## src/sv/luhn_pkg.sv

```systemverilog
package luhn_pkg;

    // Width of the binary card number
    localparam int CARD_W = 63;

    // Default number of decimal digits kept
    localparam int MAX_DIGITS_DEF = 19;

    // Binary bits folded into the decimal register per cycle
    localparam int BITS_PER_STEP = 3;

    // Result field widths
    localparam int BRAND_W = 2;
    localparam int COUNT_W = 5;
    localparam int LEAD_W  = 7;
    localparam int SUM_W   = 8;

    // Brand codes
    localparam logic [BRAND_W-1:0] BRAND_NONE  = 2'd0;
    localparam logic [BRAND_W-1:0] BRAND_CLS_A = 2'd1;
    localparam logic [BRAND_W-1:0] BRAND_CLS_B = 2'd2;
    localparam logic [BRAND_W-1:0] BRAND_CLS_C = 2'd3;

    // Prefix ranges and lengths used for classification
    localparam logic [LEAD_W-1:0]  PFX_A_LO  = 7'd51;
    localparam logic [LEAD_W-1:0]  PFX_A_HI  = 7'd55;
    localparam logic [LEAD_W-1:0]  PFX_B_0   = 7'd34;
    localparam logic [LEAD_W-1:0]  PFX_B_1   = 7'd37;
    localparam logic [LEAD_W-1:0]  PFX_C_LO  = 7'd40;
    localparam logic [LEAD_W-1:0]  PFX_C_HI  = 7'd49;
    localparam logic [COUNT_W-1:0] LEN_16    = 5'd16;
    localparam logic [COUNT_W-1:0] LEN_15    = 5'd15;
    localparam logic [COUNT_W-1:0] LEN_13    = 5'd13;

endpackage

```

## src/sv/luhn_card_number_check.sv

```systemverilog
// Channel   Direction  Handshake          Payload
// s_        in         s_valid / s_ready  s_card_value[62:0]
// m_        out        m_valid / m_ready  m_brand_code, m_checksum_ok, m_digit_count,
//                                         m_leading_pair, m_luhn_sum
//
// After an input item is accepted, its 63 binary bits are folded, three per cycle, into a
// decimal register; the decimal digits then feed the Luhn accumulator one digit per cycle,
// and the result register is loaded last.
// One item is in work at a time; s_ready is high only while the block is idle, so a new
// item is not accepted until the result in work has been taken.
// A result waits in the output register until m_ready; no new item is taken meanwhile.
// aresetn is synchronous and active low; it clears the control state only.
module luhn_card_number_check
    import luhn_pkg::*;
#(
    parameter int MAX_DIGITS = MAX_DIGITS_DEF
) (
    input  logic                aclk,
    input  logic                aresetn,
    input  logic                s_valid,
    output logic                s_ready,
    input  logic [CARD_W-1:0]   s_card_value,
    output logic                m_valid,
    input  logic                m_ready,
    output logic [BRAND_W-1:0]  m_brand_code,
    output logic                m_checksum_ok,
    output logic [COUNT_W-1:0]  m_digit_count,
    output logic [LEAD_W-1:0]   m_leading_pair,
    output logic [SUM_W-1:0]    m_luhn_sum
);

    localparam int BCD_W      = 4 * MAX_DIGITS;
    localparam int CONV_STEPS = CARD_W / BITS_PER_STEP;
    localparam int CNT_MAX    = (CONV_STEPS > MAX_DIGITS) ? CONV_STEPS : MAX_DIGITS;
    localparam int CNT_W      = $clog2(CNT_MAX);

    localparam logic [1:0] ST_IDLE = 2'd0;
    localparam logic [1:0] ST_CONV = 2'd1;
    localparam logic [1:0] ST_SCAN = 2'd2;
    localparam logic [1:0] ST_OUT  = 2'd3;

    logic [1:0]         state_reg, state_next;
    logic [CNT_W-1:0]   cnt_reg, cnt_next;
    logic [CARD_W-1:0]  bin_reg, bin_next;
    logic [BCD_W-1:0]   bcd_reg, bcd_next;
    logic [BCD_W-1:0]   bcd_dabble;
    logic [SUM_W-1:0]   sum_reg, sum_next;
    logic [3:0]         mod_reg, mod_next;
    logic [COUNT_W-1:0] count_reg, count_next;
    logic [3:0]         hi_reg, hi_next;
    logic [3:0]         lo_reg, lo_next;
    logic [3:0]         prev_reg, prev_next;
    logic [3:0]         dig1_reg, dig1_next;
    logic               m_valid_next;

    logic [3:0]         cur_dig;
    logic [4:0]         dbl;
    logic [3:0]         add_val;
    logic [4:0]         mod_sum;
    logic [LEAD_W-1:0]  lead;
    logic               ok;
    logic [BRAND_W-1:0] brand;

    assign s_ready = (state_reg == ST_IDLE);

    // Shift-and-add-3 conversion: three binary bits enter the decimal register per cycle.
    // Digits carried beyond the top of the register are dropped.
    always_comb begin
        bcd_dabble = bcd_reg;
        for (int s = 0; s < BITS_PER_STEP; s++) begin
            for (int d = 0; d < MAX_DIGITS; d++) begin
                if (bcd_dabble[4*d +: 4] >= 4'd5) begin
                    bcd_dabble[4*d +: 4] = bcd_dabble[4*d +: 4] + 4'd3;
                end
            end
            bcd_dabble = {bcd_dabble[BCD_W-2:0], bin_reg[CARD_W-1-s]};
        end
    end

    // Luhn contribution of the digit at the bottom of the decimal register
    always_comb begin
        cur_dig = bcd_reg[3:0];
        dbl     = {cur_dig, 1'b0};
        if (cnt_reg[0]) begin
            add_val = (dbl >= 5'd10) ? 4'(dbl - 5'd9) : dbl[3:0];
        end else begin
            add_val = cur_dig;
        end
        mod_sum = {1'b0, mod_reg} + {1'b0, add_val};
    end

    // Leading pair, checksum and brand from the scanned digits
    always_comb begin
        if (count_reg >= 5'd3) begin
            lead = ({3'b000, hi_reg} << 3) + ({3'b000, hi_reg} << 1) + {3'b000, lo_reg};
        end else begin
            lead = {3'b000, dig1_reg};
        end
        ok    = (mod_reg == 4'd0);
        brand = BRAND_NONE;
        if (ok) begin
            priority if (lead >= PFX_A_LO && lead <= PFX_A_HI && count_reg == LEN_16) begin
                brand = BRAND_CLS_A;
            end else if ((lead == PFX_B_0 || lead == PFX_B_1) && count_reg == LEN_15) begin
                brand = BRAND_CLS_B;
            end else if (lead >= PFX_C_LO && lead <= PFX_C_HI &&
                         (count_reg == LEN_13 || count_reg == LEN_16)) begin
                brand = BRAND_CLS_C;
            end else begin
                brand = BRAND_NONE;
            end
        end
    end

    // Sequencer: idle, convert, scan digits, load and hold result
    always_comb begin
        state_next   = state_reg;
        cnt_next     = cnt_reg;
        bin_next     = bin_reg;
        bcd_next     = bcd_reg;
        sum_next     = sum_reg;
        mod_next     = mod_reg;
        count_next   = count_reg;
        hi_next      = hi_reg;
        lo_next      = lo_reg;
        prev_next    = prev_reg;
        dig1_next    = dig1_reg;
        m_valid_next = m_valid;
        unique case (state_reg)
            ST_IDLE: begin
                if (s_valid) begin
                    bin_next   = s_card_value;
                    bcd_next   = '0;
                    cnt_next   = '0;
                    state_next = ST_CONV;
                end
            end
            ST_CONV: begin
                bcd_next = bcd_dabble;
                bin_next = bin_reg << BITS_PER_STEP;
                if (cnt_reg == CNT_W'(CONV_STEPS - 1)) begin
                    cnt_next   = '0;
                    sum_next   = '0;
                    mod_next   = '0;
                    count_next = 5'd1;
                    hi_next    = '0;
                    lo_next    = '0;
                    prev_next  = '0;
                    dig1_next  = '0;
                    state_next = ST_SCAN;
                end else begin
                    cnt_next = cnt_reg + 1'b1;
                end
            end
            ST_SCAN: begin
                bcd_next  = bcd_reg >> 4;
                sum_next  = sum_reg + {4'b0000, add_val};
                mod_next  = (mod_sum >= 5'd10) ? 4'(mod_sum - 5'd10) : mod_sum[3:0];
                prev_next = cur_dig;
                if (cur_dig != 4'd0) begin
                    count_next = COUNT_W'(cnt_reg) + 5'd1;
                    hi_next    = cur_dig;
                    lo_next    = prev_reg;
                end
                if (cnt_reg == CNT_W'(1)) begin
                    dig1_next = cur_dig;
                end
                if (cnt_reg == CNT_W'(MAX_DIGITS - 1)) begin
                    state_next = ST_OUT;
                end else begin
                    cnt_next = cnt_reg + 1'b1;
                end
            end
            ST_OUT: begin
                // While m_valid is low the result is loaded and m_valid is raised; then it waits for the receiver.
                if (!m_valid) begin
                    m_valid_next = 1'b1;
                end else if (m_ready) begin
                    m_valid_next = 1'b0;
                    state_next   = ST_IDLE;
                end
            end
            default: begin
                state_next = ST_IDLE;
            end
        endcase
    end

    // Control registers
    always_ff @(posedge aclk) begin
        if (!aresetn) begin
            state_reg <= ST_IDLE;
            m_valid   <= 1'b0;
        end else begin
            state_reg <= state_next;
            m_valid   <= m_valid_next;
        end
    end

    // Datapath registers
    always_ff @(posedge aclk) begin
        cnt_reg   <= cnt_next;
        bin_reg   <= bin_next;
        bcd_reg   <= bcd_next;
        sum_reg   <= sum_next;
        mod_reg   <= mod_next;
        count_reg <= count_next;
        hi_reg    <= hi_next;
        lo_reg    <= lo_next;
        prev_reg  <= prev_next;
        dig1_reg  <= dig1_next;
    end

    // Result register, loaded once the last digit has been scanned
    always_ff @(posedge aclk) begin
        if (state_reg == ST_OUT && !m_valid) begin
            m_brand_code   <= brand;
            m_checksum_ok  <= ok;
            m_digit_count  <= count_reg;
            m_leading_pair <= lead;
            m_luhn_sum     <= sum_reg;
        end
    end

endmodule

```

## config.mk

```make
export PLATFORM = sky130hd
export DESIGN_NAME = luhn_card_number_check
export DESIGN_NICKNAME = d
export VERILOG_FILES = /design/src/sv/luhn_pkg.sv /design/src/sv/luhn_card_number_check.sv
export SDC_FILE = /design/constraint.sdc
export NUM_CORES = 1
export LEC_CHECK = 0
export ABC_AREA = 0
export BUFFER_PORTS_ARGS = -buffer_cell sky130_fd_sc_hd__buf_4
export CAP_MARGIN = 20
export CORE_ASPECT_RATIO = 1.2
export CORE_MARGIN = 2
export CORE_UTILIZATION = 40
export DETAILED_ROUTE_END_ITERATION = 6
export PLACE_DENSITY_LB_ADDON = 0.08
export SETUP_SLACK_MARGIN = 0.3
export SYNTH_ARGS = -nofsm -noshare
export SYNTH_HDL_FRONTEND = slang
export SYNTH_SLANG_ARGS = --single-unit
```

## constraint.sdc

```tcl
create_clock -name aclk -period 7.5 [get_ports aclk]
set_input_delay 1.125 -clock aclk [delete_from_list [all_inputs] [get_ports aclk]]
set_output_delay 1.125 -clock aclk [all_outputs]
set_load 0.01 [all_outputs]
```

# After elaboration in Yosys (flattened, before gate mapping)
# Cells that the tools add are included.
[totals] register_bits=203
[op_classes] n_addsub=64 magnitude_cmp=64 n_eq_ne=19 muxes=94 n_bitwise=1 n_reduce_logical=23
[op_table] cell="4-bit two-way mux" count=61
[op_table] cell="4-bit by 3-bit >= comparator with 1-bit output, second input constant" count=57
[op_table] cell="76-bit case mux with 3 select lines" count=1
[op_table] cell="4-bit by 2-bit adder with 4-bit output, second input constant" count=54
[op_table] cell="63-bit case mux with 2 select lines" count=1
[op_table] cell="76-bit two-way mux" count=1
[op_table] cell="63-bit two-way mux" count=1
[op_table] cell="4-bit case mux with 2 select lines" count=5
[op_table] cell="5-bit two-way mux" count=5
[op_table] cell="2-bit != test, second input constant" count=8
[op_table] cell="8-bit case mux with 2 select lines" count=1
[op_table] cell="5-bit == test, second input constant" count=3
[op_table] cell="5-bit case mux with 3 select lines" count=1
[op_table] cell="7-bit by 6-bit == test with 1-bit output, second input constant" count=2
[op_table] cell="7-bit by 6-bit >= comparator with 1-bit output, second input constant" count=2
[op_table] cell="7-bit by 6-bit less-or-equal comparator with 1-bit output, second input constant" count=2
[op_table] cell="2-bit two-way mux" count=7
[op_table] cell="5-bit by 4-bit == test with 1-bit output, second input constant" count=2
[op_table] cell="5-bit by 4-bit >= comparator with 1-bit output, second input constant" count=2
[op_table] cell="5-bit case mux with 2 select lines" count=1
[op_table] cell="3-bit by 2-bit adder with 3-bit output, second input constant" count=3
[op_table] cell="3-bit two-way mux" count=3
[op_table] cell="3-bit AND reduction" count=3
[op_table] cell="8-bit by 4-bit adder with 8-bit output" count=1
[op_table] cell="25 further kinds" count=38

# Longest topological paths before layout
[depth] depth_word=9 ltp_mapped=18 ltp_nobuf=18

# Worst setup path before layout
# OpenSTA, ideal clock, no wires.
[synth_timing] path_kind="input-to-reg" from="input s_valid" to="register bcd_reg[0], enable pin" arrival_ns=4.357 required_ns=6.989 setup_slack_ns=2.632 path_stages=2 n_path_buf=0 path_cell_list="nor2b_1 -> nor2_1"
[synth_via] elab_chain_len=2
[synth_rtl] element="start: declaration" line="luhn_card_number_check.sv:20" source="input logic s_valid,"
[synth_rtl] element="2-bit != test (no source line)"
[synth_rtl] element="2-bit AND reduction (no source line)"
[synth_rtl] element="end signal: assignment" line="luhn_card_number_check.sv:204" source="bcd_reg <= bcd_next;"
[synth_rtl] element="end: declaration" line="luhn_card_number_check.sv:45" source="logic [BCD_W-1:0] bcd_reg, bcd_next;"
# No other way between the ends.
# A chain may end at the register's enable or synchronous reset.

# Final worst setup path
[layout_timing] from="register bcd_reg[0]" to="register mod_reg[2] (data pin)"
[layout_via] elab_chain_len=7 word_cells_on_any_way=9
[layout_rtl] element="4-bit subtractor / 5-bit by 4-bit >= comparator with 1-bit output (equally long branches)" line="luhn_card_number_check.sv:85" source="add_val = (dbl >= 5'd10) ? 4'(dbl - 5'd9) : dbl[3:0];"
[layout_rtl] element="4-bit two-way mux" line="luhn_card_number_check.sv:85"
[layout_rtl] element="4-bit two-way mux (*)" line="luhn_card_number_check.sv:84" source="if (cnt_reg[0]) begin"
[layout_rtl] element="4-bit by 4-bit adder with 5-bit output (*)" line="luhn_card_number_check.sv:89" source="mod_sum = {1'b0, mod_reg} + {1'b0, add_val};"
[layout_rtl] element="4-bit subtractor / 5-bit by 4-bit >= comparator with 1-bit output (equally long branches)" line="luhn_card_number_check.sv:158" source="mod_next = (mod_sum >= 5'd10) ? 4'(mod_sum - 5'd10) : mod_sum[3:0];"
[layout_rtl] element="4-bit two-way mux (*)" line="luhn_card_number_check.sv:158"
[layout_rtl] element="4-bit case mux with 2 select lines (*)" line="luhn_card_number_check.sv:129" source="unique case (state_reg)"
[layout_rtl] element="end signal: assignment" line="luhn_card_number_check.sv:206" source="mod_reg <= mod_next;"
[layout_rtl] element="end: declaration" line="luhn_card_number_check.sv:48" source="logic [3:0] mod_reg, mod_next;"
# Mark *: on every way between the ends. The rest lies on a longest branch, timed or not.

==> key figures <==
Run status
  • Status: finished clean

CTS
  • Clk_lat worst skew: 550 ps
  • H-tree levels: 1
  • Setup bufs post-CTS: 0
  • Root buffer cell: clkbuf_16
  • Clock tree sinks: just over 200
  • CTS hold repair buffers: 0
  • Clock transition at path regs: 60 ps
  • CTS tree: yes
  • Post-CTS sizing: 0
  • CTS max path bufs: 3
  • Num CTS Buffers: 24

Timing
  • Skew final: 21.1 ps
  • Maximum clock frequency: 251 MHz
  • Final setup fails: 0
  • Setup TNS: 0 ps
  • RSZ-0062 raised after global routing: false
  • Slew Limit Fails: 0
  • Worst Max-Slew Pin Slew: about 830 ps
  • Slew HR: 0.445
  • Fin crit share: 0.532
  • Crit path time final: 3990 ps
  • Final Hold Fails: 0

Synthesis
  • Mapped Area: roughly 16000 um2
  • Warnings, synthesis: 0
  • Library cells used by synthesis: 83
  • Most frequently used flop master after synthesis: edfxtp_1
  • Syn Area/Cell: 9.65 um2
  • Register area share after synthesis: 0.388
  • Ys async rst share: 0
  • Syn Inst Count: ~1600
  • Post-synth EDFFs: 200
  • Yosys reg bits: 203
  • Syn nets: 1788

Final layout
  • Nets: around 1900
  • Share of layout cells above drive strength 1: 0.157
  • Number of diodes: 0
  • Area grow syn2layout: 13.1%
  • Most common cell after layout, fill and taps aside: edfxtp_1
  • Most frequent cells in the layout: 200 x edfxtp_1, 153 x nand2_1, 99 x buf_4
  • Max reg flops: 76

Global routing
  • Met1 usage: 0.219
  • Largest net degree at the start of global routing: 69
  • Vias in the first global route: 12255
  • Top Usage Layer GRT: met2
  • GRT Total Usage: 0.179
  • GRT met2 Usage: 0.334
  • Antenna violations before repair: 0
  • Global-route wire length before repair: between 60000 and 70000 um
  • Grt total ovfl: 0
  • Met3 GRT Util: 0.0173

Floorplanning
  • IO Count: 92
  • Die area: 40700 um2
  • Die Wd: 184 um
  • Number of core rows: 79
  • Placeable Area: 38600 um2
  • Starting Density: 0.404
  • Die Ht: 221 um

Drt
  • Detail-routed via count per cell: 5.56
  • DRT iter0 DRCs: 713
  • DRC Markers: 0
  • Vias after detailed routing: 12437
  • Wirelength per Cell: 16.3 um
  • DR pass1 iterations: 5
  • Total Wirelength: 36300 um
  • Antenna-violating nets left: 0

Placed design
  • Final HPWL DP: about 26000 um
  • IO buf count: 91
  • RePlAce Congestion: roughly 0.83

Worst setup path
  • CP top delay family: compound AO/OA/AOI/OAI gates
  • R2R Setup Slk: 3510 ps
  • CP Cell Sequence: inv_1, ha_1, nor2b_1, a2bb2oi_1, and2_1, nand2_1, o21ai_0, inv_1, fa_1, xor2_1, ha_1, nand2_1, a21oi_1, nor2b_1, a211oi_1
  • Worst path slowest cell: edfxtp_1
  • Critical path capture point type: register
  • Worst Setup Start Kind: register
  • Crit path buffers/inverters: 2
  • Critical path class: reg2reg
  • Critical Path RT: 7870 ps
  • Critical path's largest stage delay: roughly 460 ps
  • Critical path peak fanout: 6
  • Crit path DAT: approximately 4400 ps

Hold path
  • Hold WC Path Type: reg2reg

Flow run
  • MaxCap Viol Count: 0
-- Yosys cell counts (all sizes together) (9+ instances only) --
cell,count,area share
a21o,25,0.012
nand2,154,0.037
a31o,9,0.0050
a211o,13,0.0073
or3,27,0.011
o31ai,17,0.0085
o21ai,107,0.034
a32o,15,0.0096
a32oi,11,0.0062
a21boi,11,0.0053
o2111ai,12,0.0067
nor2,76,0.018
clkbuf,46,0.011
xnor2,21,0.012
nand2b,37,0.015
o21bai,13,0.0062
a31oi,14,0.0056
nand3,35,0.011
nor2b,35,0.014
a21oi,100,0.033
inv,106,0.025
or2,25,0.010
nand4,11,0.0044
mux2i,35,0.022
or4,13,0.0062
edfxtp,200,0.38
o21a,11,0.0053
ha,98,0.078
a22o,9,0.0050
nor3,17,0.0058
a211oi,39,0.019
and2,25,0.010
o211ai,25,0.012
nor3b,17,0.0082
mux2,85,0.061
-- metal layers --
metal	routed length [um]	part of all wire
met3	877	0.024
met4	598	0.016
met2	18900	0.52
met1	16000	0.44
met5	0	0
-- kinds of logic after synthesis --
| group | after synthesis | synth area share |
|---|---|---|
| compound gates | 504 | 0.224 |
| simple gates | 502 | 0.165 |
| flops | 203 | 0.388 |
| buf+inv | 159 | 0.0388 |
| mux | 120 | 0.0837 |
| fa+ha+maj | 102 | 0.0836 |
| xor+xnor | 29 | 0.0163 |
-- cell type report --
cell class | instances | area [um2]
Clock inverter | 14 | 194
Timing Repair Buffer | 100 | 758
Fill cell | 3706 | 21000
Clock buffer | 28 | 616
Tap cell | 526 | 658
Inverter | 107 | 402
Multi-Input combinational cell | 1257 | 8970
Sequential cell | 203 | 6070
-- through the flow --
stage,cells,area (um2),worst slack (ps),hold slack (ps),utilization
2_1_floorplan,1619,15600,2630,433,-
3_3_place_gp,2192,16800,3720,461,0.436
3_5_place_dp,2192,16800,3560,459,0.436
4_1_cts,2234,17700,3560,473,0.457
5_1_grt,2235,17700,3120,487,0.457
6_report,2235,17700,3510,476,0.457
-- worst register-to-register path, delay by kind of cell (launching register included) --
family	cells	cell delay, ps
compound gates	4	1060
xor+xnor	1	250
fa+ha+maj	3	950
buf+inv	2	260
flops	1	460
simple gates	5	850
-- final timing paths --
kind / from / end / cells past startpoint
worst max-delay path: bcd_reg[0] / mod_reg[2] / 15
worst min register to register: sum_reg[3] / m_luhn_sum[3] / 0
worst max register to register: bcd_reg[0] / mod_reg[2] / 15
worst min-delay path: sum_reg[3] / m_luhn_sum[3] / 0
Power is left out: the tool's default activity adds up to more than one toggle a clock period on the data nets, which glitch-free logic cannot reach.
